[src/sv/twtt_pkg.sv]
`timescale 1ns / 1ps

package twtt_pkg;

    localparam int TIMER_ENTRIES = 16;
    localparam int MAX_WHEEL     = 256;
    localparam int WHEEL_RESET   = 60;

    localparam int ID_W    = 64;
    localparam int DELAY_W = 16;
    localparam int WHEEL_W = 9;
    localparam int ENT_W   = (TIMER_ENTRIES > 1) ? $clog2(TIMER_ENTRIES) : 1;

    typedef enum logic [1:0] {
        ACT_ADD     = 2'd0,
        ACT_REFRESH = 2'd1,
        ACT_CANCEL  = 2'd2,
        ACT_TICK    = 2'd3
    } t_action;

    typedef enum logic [1:0] {
        KIND_ACK   = 2'd0,
        KIND_FIRED = 2'd1,
        KIND_QUIET = 2'd2
    } t_kind;

    typedef enum logic [1:0] {
        ST_OK        = 2'd0,
        ST_NOT_FOUND = 2'd1,
        ST_FULL      = 2'd2,
        ST_DUPLICATE = 2'd3
    } t_status;

    typedef struct packed {
        logic [1:0]         action;
        logic [ID_W-1:0]    timer_id;
        logic [DELAY_W-1:0] delay;
    } t_cmd;

    typedef struct packed {
        logic [1:0]      kind;
        logic [1:0]      status;
        logic [ID_W-1:0] fired_id;
        logic            last;
    } t_result;

endpackage

[src/sv/twtt_rem.sv]
`timescale 1ns / 1ps

module twtt_rem (
    input  logic                           i_clk,
    input  logic                           i_rst_n,
    input  logic                           i_start,
    input  logic [twtt_pkg::DELAY_W-1:0]   i_dividend,
    input  logic [twtt_pkg::WHEEL_W-1:0]   i_divisor,
    output logic                           o_busy,
    output logic [twtt_pkg::WHEEL_W-1:0]   o_rem
);
    import twtt_pkg::*;

    localparam int CNT_W = (DELAY_W > 1) ? $clog2(DELAY_W) : 1;

    logic               r_busy;
    logic [CNT_W-1:0]   r_cnt;
    logic [WHEEL_W-1:0] r_rem;
    logic [DELAY_W-1:0] r_dvd;
    logic [WHEEL_W-1:0] r_dvs;
    logic [WHEEL_W:0]   trial;
    logic               fits;

    // Restoring division, one dividend bit per cycle, keeping only the remainder.
    assign trial = {r_rem, r_dvd[DELAY_W-1]};
    assign fits  = (trial >= {1'b0, r_dvs});

    always_ff @(posedge i_clk) begin
        if (!i_rst_n) begin
            r_busy <= 1'b0;
            r_cnt  <= '0;
        end else if (i_start) begin
            r_busy <= 1'b1;
            r_cnt  <= '0;
        end else if (r_busy) begin
            r_cnt <= r_cnt + 1'b1;
            if (r_cnt == CNT_W'(DELAY_W - 1)) begin
                r_busy <= 1'b0;
            end
        end
    end

    always_ff @(posedge i_clk) begin
        if (i_start) begin
            r_rem <= '0;
            r_dvd <= i_dividend;
            r_dvs <= i_divisor;
        end else if (r_busy) begin
            r_dvd <= r_dvd << 1;
            if (fits) begin
                r_rem <= WHEEL_W'(trial - {1'b0, r_dvs});
            end else begin
                r_rem <= trial[WHEEL_W-1:0];
            end
        end
    end

    assign o_busy = r_busy;
    assign o_rem  = r_rem;

endmodule

[src/sv/timing_wheel_timer_table.sv]
`timescale 1ns / 1ps

// Timer table with up to 16 timers keyed by 64-bit id. A command or tick is
// taken when start is high and busy is low; busy then stays high while the
// table is walked one entry per cycle and until a finish state, which waits
// for the divider, completes the command, so no new item is taken before
// then. The remainder of an add's delay is formed by a
// bit-serial divider that runs alongside the walk. Every result beat is shown
// on o_res for exactly one cycle with o_res_valid high and cannot be held
// off; the receiver must take it then. On a tick, fired beats appear during
// the walk and the beat marked last arrives as busy falls. wheel_size may be
// written at any time through i_cfg_we, but only while busy is low is its
// effect defined.
module timing_wheel_timer_table (
    input  logic                          i_clk,
    input  logic                          i_rst_n,
    input  logic                          start,
    output logic                          busy,
    input  twtt_pkg::t_cmd                i_cmd,
    input  logic                          i_cfg_we,
    input  logic [twtt_pkg::WHEEL_W-1:0]  i_cfg_wdata,
    output logic                          o_res_valid,
    output twtt_pkg::t_result             o_res
);
    import twtt_pkg::*;

    typedef enum logic [1:0] {
        S_IDLE,
        S_SCAN,
        S_FINISH
    } t_state;

    t_state              r_state;
    logic [WHEEL_W-1:0]  r_wheel;
    logic [WHEEL_W-1:0]  r_ws;
    t_cmd                r_cmd;
    logic [ENT_W-1:0]    r_idx;
    logic                r_hit;
    logic [ENT_W-1:0]    r_hit_idx;
    logic                r_free;
    logic [ENT_W-1:0]    r_free_idx;
    logic                r_pend;
    logic [ID_W-1:0]     r_pend_id;
    logic                r_res_valid;
    t_result             r_res;

    logic                r_ent_valid  [TIMER_ENTRIES];
    logic [ID_W-1:0]     r_ent_id     [TIMER_ENTRIES];
    logic [WHEEL_W-1:0]  r_ent_delay  [TIMER_ENTRIES];
    logic [WHEEL_W-1:0]  r_ent_rem    [TIMER_ENTRIES];
    logic                r_ent_cancel [TIMER_ENTRIES];

    logic                accept;
    logic [WHEEL_W-1:0]  eff_ws;
    logic                div_busy;
    logic [WHEEL_W-1:0]  div_rem;
    logic [WHEEL_W-1:0]  add_delay;
    logic                is_tick;
    logic                scanning;
    logic                finishing;
    logic                cur_valid;
    logic [WHEEL_W-1:0]  cur_dec;
    logic                cur_expire;
    logic                add_ok;
    logic                cmd_hit_ok;
    t_status             cmd_status;

    assign accept    = start && !busy;
    assign busy      = (r_state != S_IDLE);
    assign is_tick   = (r_cmd.action == ACT_TICK);
    assign scanning  = (r_state == S_SCAN);
    assign finishing = (r_state == S_FINISH) && !div_busy;

    always_comb begin
        if (r_wheel == '0) begin
            eff_ws = WHEEL_W'(1);
        end else if (r_wheel > WHEEL_W'(MAX_WHEEL)) begin
            eff_ws = WHEEL_W'(MAX_WHEEL);
        end else begin
            eff_ws = r_wheel;
        end
    end

    twtt_rem u_rem (
        .i_clk      (i_clk),
        .i_rst_n    (i_rst_n),
        .i_start    (accept),
        .i_dividend (i_cmd.delay),
        .i_divisor  (eff_ws),
        .o_busy     (div_busy),
        .o_rem      (div_rem)
    );

    // A remainder of zero stands for one full turn of the wheel.
    assign add_delay = (div_rem == '0) ? r_ws : div_rem;

    assign cur_valid  = r_ent_valid[r_idx];
    assign cur_dec    = (r_ent_rem[r_idx] != '0) ? r_ent_rem[r_idx] - 1'b1 : '0;
    assign cur_expire = cur_valid && (cur_dec == '0);

    always_comb begin
        add_ok     = 1'b0;
        cmd_hit_ok = 1'b0;
        case (r_cmd.action)
            ACT_ADD: begin
                if (r_hit) begin
                    cmd_status = ST_DUPLICATE;
                end else if (!r_free) begin
                    cmd_status = ST_FULL;
                end else begin
                    cmd_status = ST_OK;
                    add_ok     = finishing;
                end
            end
            ACT_REFRESH, ACT_CANCEL: begin
                cmd_status = r_hit ? ST_OK : ST_NOT_FOUND;
                cmd_hit_ok = finishing && r_hit;
            end
            default: begin
                cmd_status = ST_OK;
            end
        endcase
    end

    always_ff @(posedge i_clk) begin
        if (!i_rst_n) begin
            r_state     <= S_IDLE;
            r_wheel     <= WHEEL_W'(WHEEL_RESET);
            r_idx       <= '0;
            r_hit       <= 1'b0;
            r_free      <= 1'b0;
            r_pend      <= 1'b0;
            r_res_valid <= 1'b0;
            for (int i = 0; i < TIMER_ENTRIES; i++) begin
                r_ent_valid[i] <= 1'b0;
            end
        end else begin
            r_res_valid <= 1'b0;
            if (i_cfg_we) begin
                r_wheel <= i_cfg_wdata;
            end
            case (r_state)
                S_IDLE: begin
                    if (accept) begin
                        r_state <= S_SCAN;
                        r_cmd   <= i_cmd;
                        r_ws    <= eff_ws;
                        r_idx   <= '0;
                        r_hit   <= 1'b0;
                        r_free  <= 1'b0;
                        r_pend  <= 1'b0;
                    end
                end
                S_SCAN: begin
                    if (is_tick) begin
                        if (cur_expire) begin
                            r_ent_valid[r_idx] <= 1'b0;
                            // Each fired beat is held back one find so that
                            // the final one can carry last.
                            if (!r_ent_cancel[r_idx]) begin
                                if (r_pend) begin
                                    r_res_valid    <= 1'b1;
                                    r_res.kind     <= KIND_FIRED;
                                    r_res.status   <= ST_OK;
                                    r_res.fired_id <= r_pend_id;
                                    r_res.last     <= 1'b0;
                                end
                                r_pend    <= 1'b1;
                                r_pend_id <= r_ent_id[r_idx];
                            end
                        end
                    end else begin
                        if (cur_valid && !r_hit && (r_ent_id[r_idx] == r_cmd.timer_id)) begin
                            r_hit     <= 1'b1;
                            r_hit_idx <= r_idx;
                        end
                        if (!cur_valid && !r_free) begin
                            r_free     <= 1'b1;
                            r_free_idx <= r_idx;
                        end
                    end
                    if (r_idx == ENT_W'(TIMER_ENTRIES - 1)) begin
                        r_state <= S_FINISH;
                    end else begin
                        r_idx <= r_idx + 1'b1;
                    end
                end
                S_FINISH: begin
                    if (!div_busy) begin
                        r_state     <= S_IDLE;
                        r_res_valid <= 1'b1;
                        r_res.last  <= 1'b1;
                        if (is_tick) begin
                            r_res.status <= ST_OK;
                            if (r_pend) begin
                                r_res.kind     <= KIND_FIRED;
                                r_res.fired_id <= r_pend_id;
                            end else begin
                                r_res.kind     <= KIND_QUIET;
                                r_res.fired_id <= '0;
                            end
                        end else begin
                            r_res.kind     <= KIND_ACK;
                            r_res.status   <= cmd_status;
                            r_res.fired_id <= r_cmd.timer_id;
                            if (add_ok) begin
                                r_ent_valid[r_free_idx] <= 1'b1;
                            end
                        end
                    end
                end
                default: begin
                    r_state <= S_IDLE;
                end
            endcase
        end
    end

    always_ff @(posedge i_clk) begin
        if (scanning && is_tick && cur_valid) begin
            r_ent_rem[r_idx] <= cur_dec;
        end
        if (add_ok) begin
            r_ent_id[r_free_idx]     <= r_cmd.timer_id;
            r_ent_delay[r_free_idx]  <= add_delay;
            r_ent_rem[r_free_idx]    <= add_delay;
            r_ent_cancel[r_free_idx] <= 1'b0;
        end
        if (cmd_hit_ok) begin
            if (r_cmd.action == ACT_REFRESH) begin
                r_ent_rem[r_hit_idx] <= r_ent_delay[r_hit_idx];
            end else begin
                r_ent_cancel[r_hit_idx] <= 1'b1;
            end
        end
    end

    assign o_res_valid = r_res_valid;
    assign o_res       = r_res;

endmodule

[config.mk]
export PLATFORM = sky130hd
export DESIGN_NAME = timing_wheel_timer_table
export DESIGN_NICKNAME = d
export VERILOG_FILES = /design/src/sv/twtt_pkg.sv /design/src/sv/twtt_rem.sv /design/src/sv/timing_wheel_timer_table.sv
export SDC_FILE = /design/constraint.sdc
export NUM_CORES = 1
export LEC_CHECK = 0
export ABC_CLOCK_PERIOD_IN_PS = 10200
export CORE_MARGIN = 4
export CORE_UTILIZATION = 60
export CTS_CLUSTER_SIZE = 16
export DETAILED_ROUTE_END_ITERATION = 16
export DONT_BUFFER_PORTS = 1
export PLACE_DENSITY = 0.83
export SYNTH_ARGS = -nofsm -noshare
export SYNTH_HDL_FRONTEND = slang
export SYNTH_SLANG_ARGS = --single-unit
[constraint.sdc]
create_clock -name i_clk -period 10.2 [get_ports i_clk]
set_clock_uncertainty 0.05 [all_clocks]
set_input_delay 1.02 -clock i_clk [delete_from_list [all_inputs] [get_ports i_clk]]
set_output_delay 1.02 -clock i_clk [all_outputs]
set_load 0.02 [all_outputs]
==> flow_summary_export.csv <==
group,metric,value,unit
cts,cts_tree,"yes",
finish,multi_input_area,16100,um2
finish,fillCellCount,6388,
pwr,ir_drop,0.000164,V
critical_path,worstPathArrival,7.00,ns
floorplan,die_area,114000,um2
route,detail_route.vias_per_cell,7.23,
hold_path,hold_class,"primary input to flip-flop",
timing,setup_tns,0,ns
critical_path,crit_path_max_fanout,59,
synthesis,dominantRegCellSynth,"edfxtp_1",
cts,cts_setup_buffers,0,
global_route,grt_first_pass_wirelength,258000,um
global_route,grt_antenna_before_repair,9,
synthesis,synthesis.area,65400,um2
synthesis,synth.avg_cell_area,18.3,um2
synthesis,synth_top_area_cell,"edfxtp_1",
route,route.detailed.drc,0,
floorplan,start_util,0.608,
route,drt-met1-wl,61100,um
route,met3WireLength,24600,um
global_route,grt_pass1_vias,36655,
timing,timing.final.crit_period,6.67,ns
route,post_drt_wl_per_cell,34.6,um
timing,setup_slack,3.53,ns
finish,drive_above_1_share,0.179,
timing,fin_crit_sh,0.654,
cts,cts_max_path_buffers,3,
cts,cts_buffers,160,
global_route,grt_use_total,0.311,
synthesis,synth-seq-cells,1626,
floorplan,die_y,338,um
placement,io_buffers,0,
cts,cts_hold_buf,0,
synthesis,ys_seq_area_frac,0.738,
cts,cts_sinks,1626,
cts,clkLatencyLatePin,0.79,ns
floorplan,dieWidth,338,um
placement,place_inst,4878,
route,dr_total_vias,37434,
floorplan,ioPinCount,166,
cts,root_buffer,"clkbuf_16",
floorplan,core_area,108000,um2
synthesis,synth_nets,3691,
finish,fin_cells,5175,
timing,slew_headroom,0.0779,
timing,fin_hold_ws,0.258,ns
critical_path,critical_path_class,"flip-flop to flip-flop",
cts,cts.repair.resized,0,
cts,path_clk_slew,0.06,ns
route,dr.pass1.iters,9,
synthesis,synth.most_common_cell,"edfxtp_1",
critical_path,required,10.53,ns
pwr,p_leak,23.0,nW
global_route,grt_overflow,0,
synthesis,ys_async_sr_fraction,0,
placement,globalplace.congestion,0.995,
route,drt_iter0_markers,6754,
timing,hold_violations,0,
timing,timing.fmax,150,MHz
placement,hpwl,101000,um
pwr,total_power,14.7,mW
synthesis,ys_top_cells_by_area,"edfxtp_1 (72%), mux4_2 (9.1%), mux2i_1 (3.2%)",
critical_path,worst_setup_path_start_kind,"flip-flop",
synthesis,ys_warn_count,0,
timing,setup_viol,0,
timing,max_slew.worst_pin.slew,1.38,ns
timing,rsz0062_at_grt,"false",
finish,nets,3752,
finish,seq_area,48300,um2
placement,pre_cts_ws,3.68,ns
synthesis,synth_commonest_cells,"edfxtp_1 (1569), mux4_2 (263), nand2_1 (227)",
synthesis,synth_top_cell_area_share,0.720,
run_status,status,"finished clean",
critical_path,end_kind,"flip-flop",
route,ant_nets,0,
flow_run,cap_viol_max_count,0,
timing,drv_slew,0,
route,wl_met2,83400,um
synthesis,synth_cell_type_count,89,
pwr,powerDensity,203,nW/um2
synthesis,postSynthCellCount,3576,
global_route,grt_max_degree,114,
synthesis,synth_edf_count,1569,
route,highest_layer,"met5",
finish,areaGrowthSynthToFinish,10.5,%
floorplan,std_cell_rows,120,
hold_path,min-delay-start,"i_rst_n",
route,postRouteWirelength,179000,um
cts,cts-htree-levels,4,
==> worst paths after layout <==
| check | to | slack, ns | depth (start not counted) |
|---|---|---|---|
| max reg2reg | r_pend_id[38] | 3.53 | 11 |
| max | r_pend_id[38] | 3.53 | 11 |
| min | r_wheel[4] | 0.26 | 1 |
| min reg2reg | r_wheel[5] | 0.45 | 2 |
==> cells in the final DEF (no fill, tap or decap), types with 46 or more instances in the layout <==
cell type,count
edfxtp_1,1569
mux4_2,263
nand2_1,226
mux2i_1,211
clkbuf_16,166
nor2_1,132
buf_4,82
a22oi_1,77
a22o_1,66
o21ai_0,54
dfxtp_1,52
inv_1,48
nand3_1,46
==> area by class of cell <==
class,instances,share of cell area
inverters,52,0.00270
repair buffers,84,0.00907
flip-flops and latches,1626,0.668
clock buffers,195,0.0594
multi-input cells,1713,0.223
diodes,4,0.000138
well taps,1403,0.0243
clock inverters,98,0.0140
==> per-layer routing <==
metal / track usage / up-vias
li1: - / 14622
met1: 0.418 / 18725
met2: 0.477 / 3428
met3: 0.0837 / 651
met4: 0.154 / 8
met5: 0 / -
==> where the power goes <==
| group | leakage [nW] | switching [mW] | internal [mW] | total [mW] |
|---|---|---|---|---|
| Sequential | 14.6 | 0.117 | 7.47 | 7.59 |
| Clock | 2.59 | 2.55 | 3.44 | 6.00 |
| Combinational | 5.85 | 0.729 | 0.396 | 1.12 |
| Total | 23.0 | 3.40 | 11.3 | 14.7 |
==> critical path: stages (launching register included) <==
cell	delay [ns]
dfxtp_4	0.95
buf_4	0.67
mux4_2	0.41
mux4_2	0.54
inv_1	0.10
ha_1	0.17
nand2b_1	0.11
nor3_1	0.20
nand2_1	0.23
a21oi_1	0.88
nor2b_4	1.02
buf_4	0.81
==> flip-flops by register name, summed over array words and instances (netlist names), 9 cells and up, named ones only <==
signal and count:
o_res 69, r_cmd 66, r_ent_cancel 16, r_ent_delay 144
r_ent_id 1024, r_ent_rem 144, r_ent_valid 16, r_pend_id 64
r_wheel 9, r_ws 9, u_rem.o_rem 9, u_rem.r_dvd 16
u_rem.r_dvs 9
==> cells by family (layout without fill, tap and decap cells) <==
logic type,count (synthesis),after routing,synth area share
simple gates,650,650,0.0487
compound gates,453,453,0.0509
buf+inv,237,429,0.0185
mux,514,514,0.130
flops,1626,1626,0.738
other cells,0,4,0
fa+ha+maj,20,20,0.00394
xor+xnor,76,76,0.0102
==> stage by stage <==
stage          area (um2)  utilization
6_report            72300        0.672
3_3_place_gp        67000        0.622
4_1_cts             72300        0.671
5_1_grt             72300        0.672
3_5_place_dp        67000        0.622
2_1_floorplan       65400            -
Note: power is estimated with default switching activity, not from simulation.
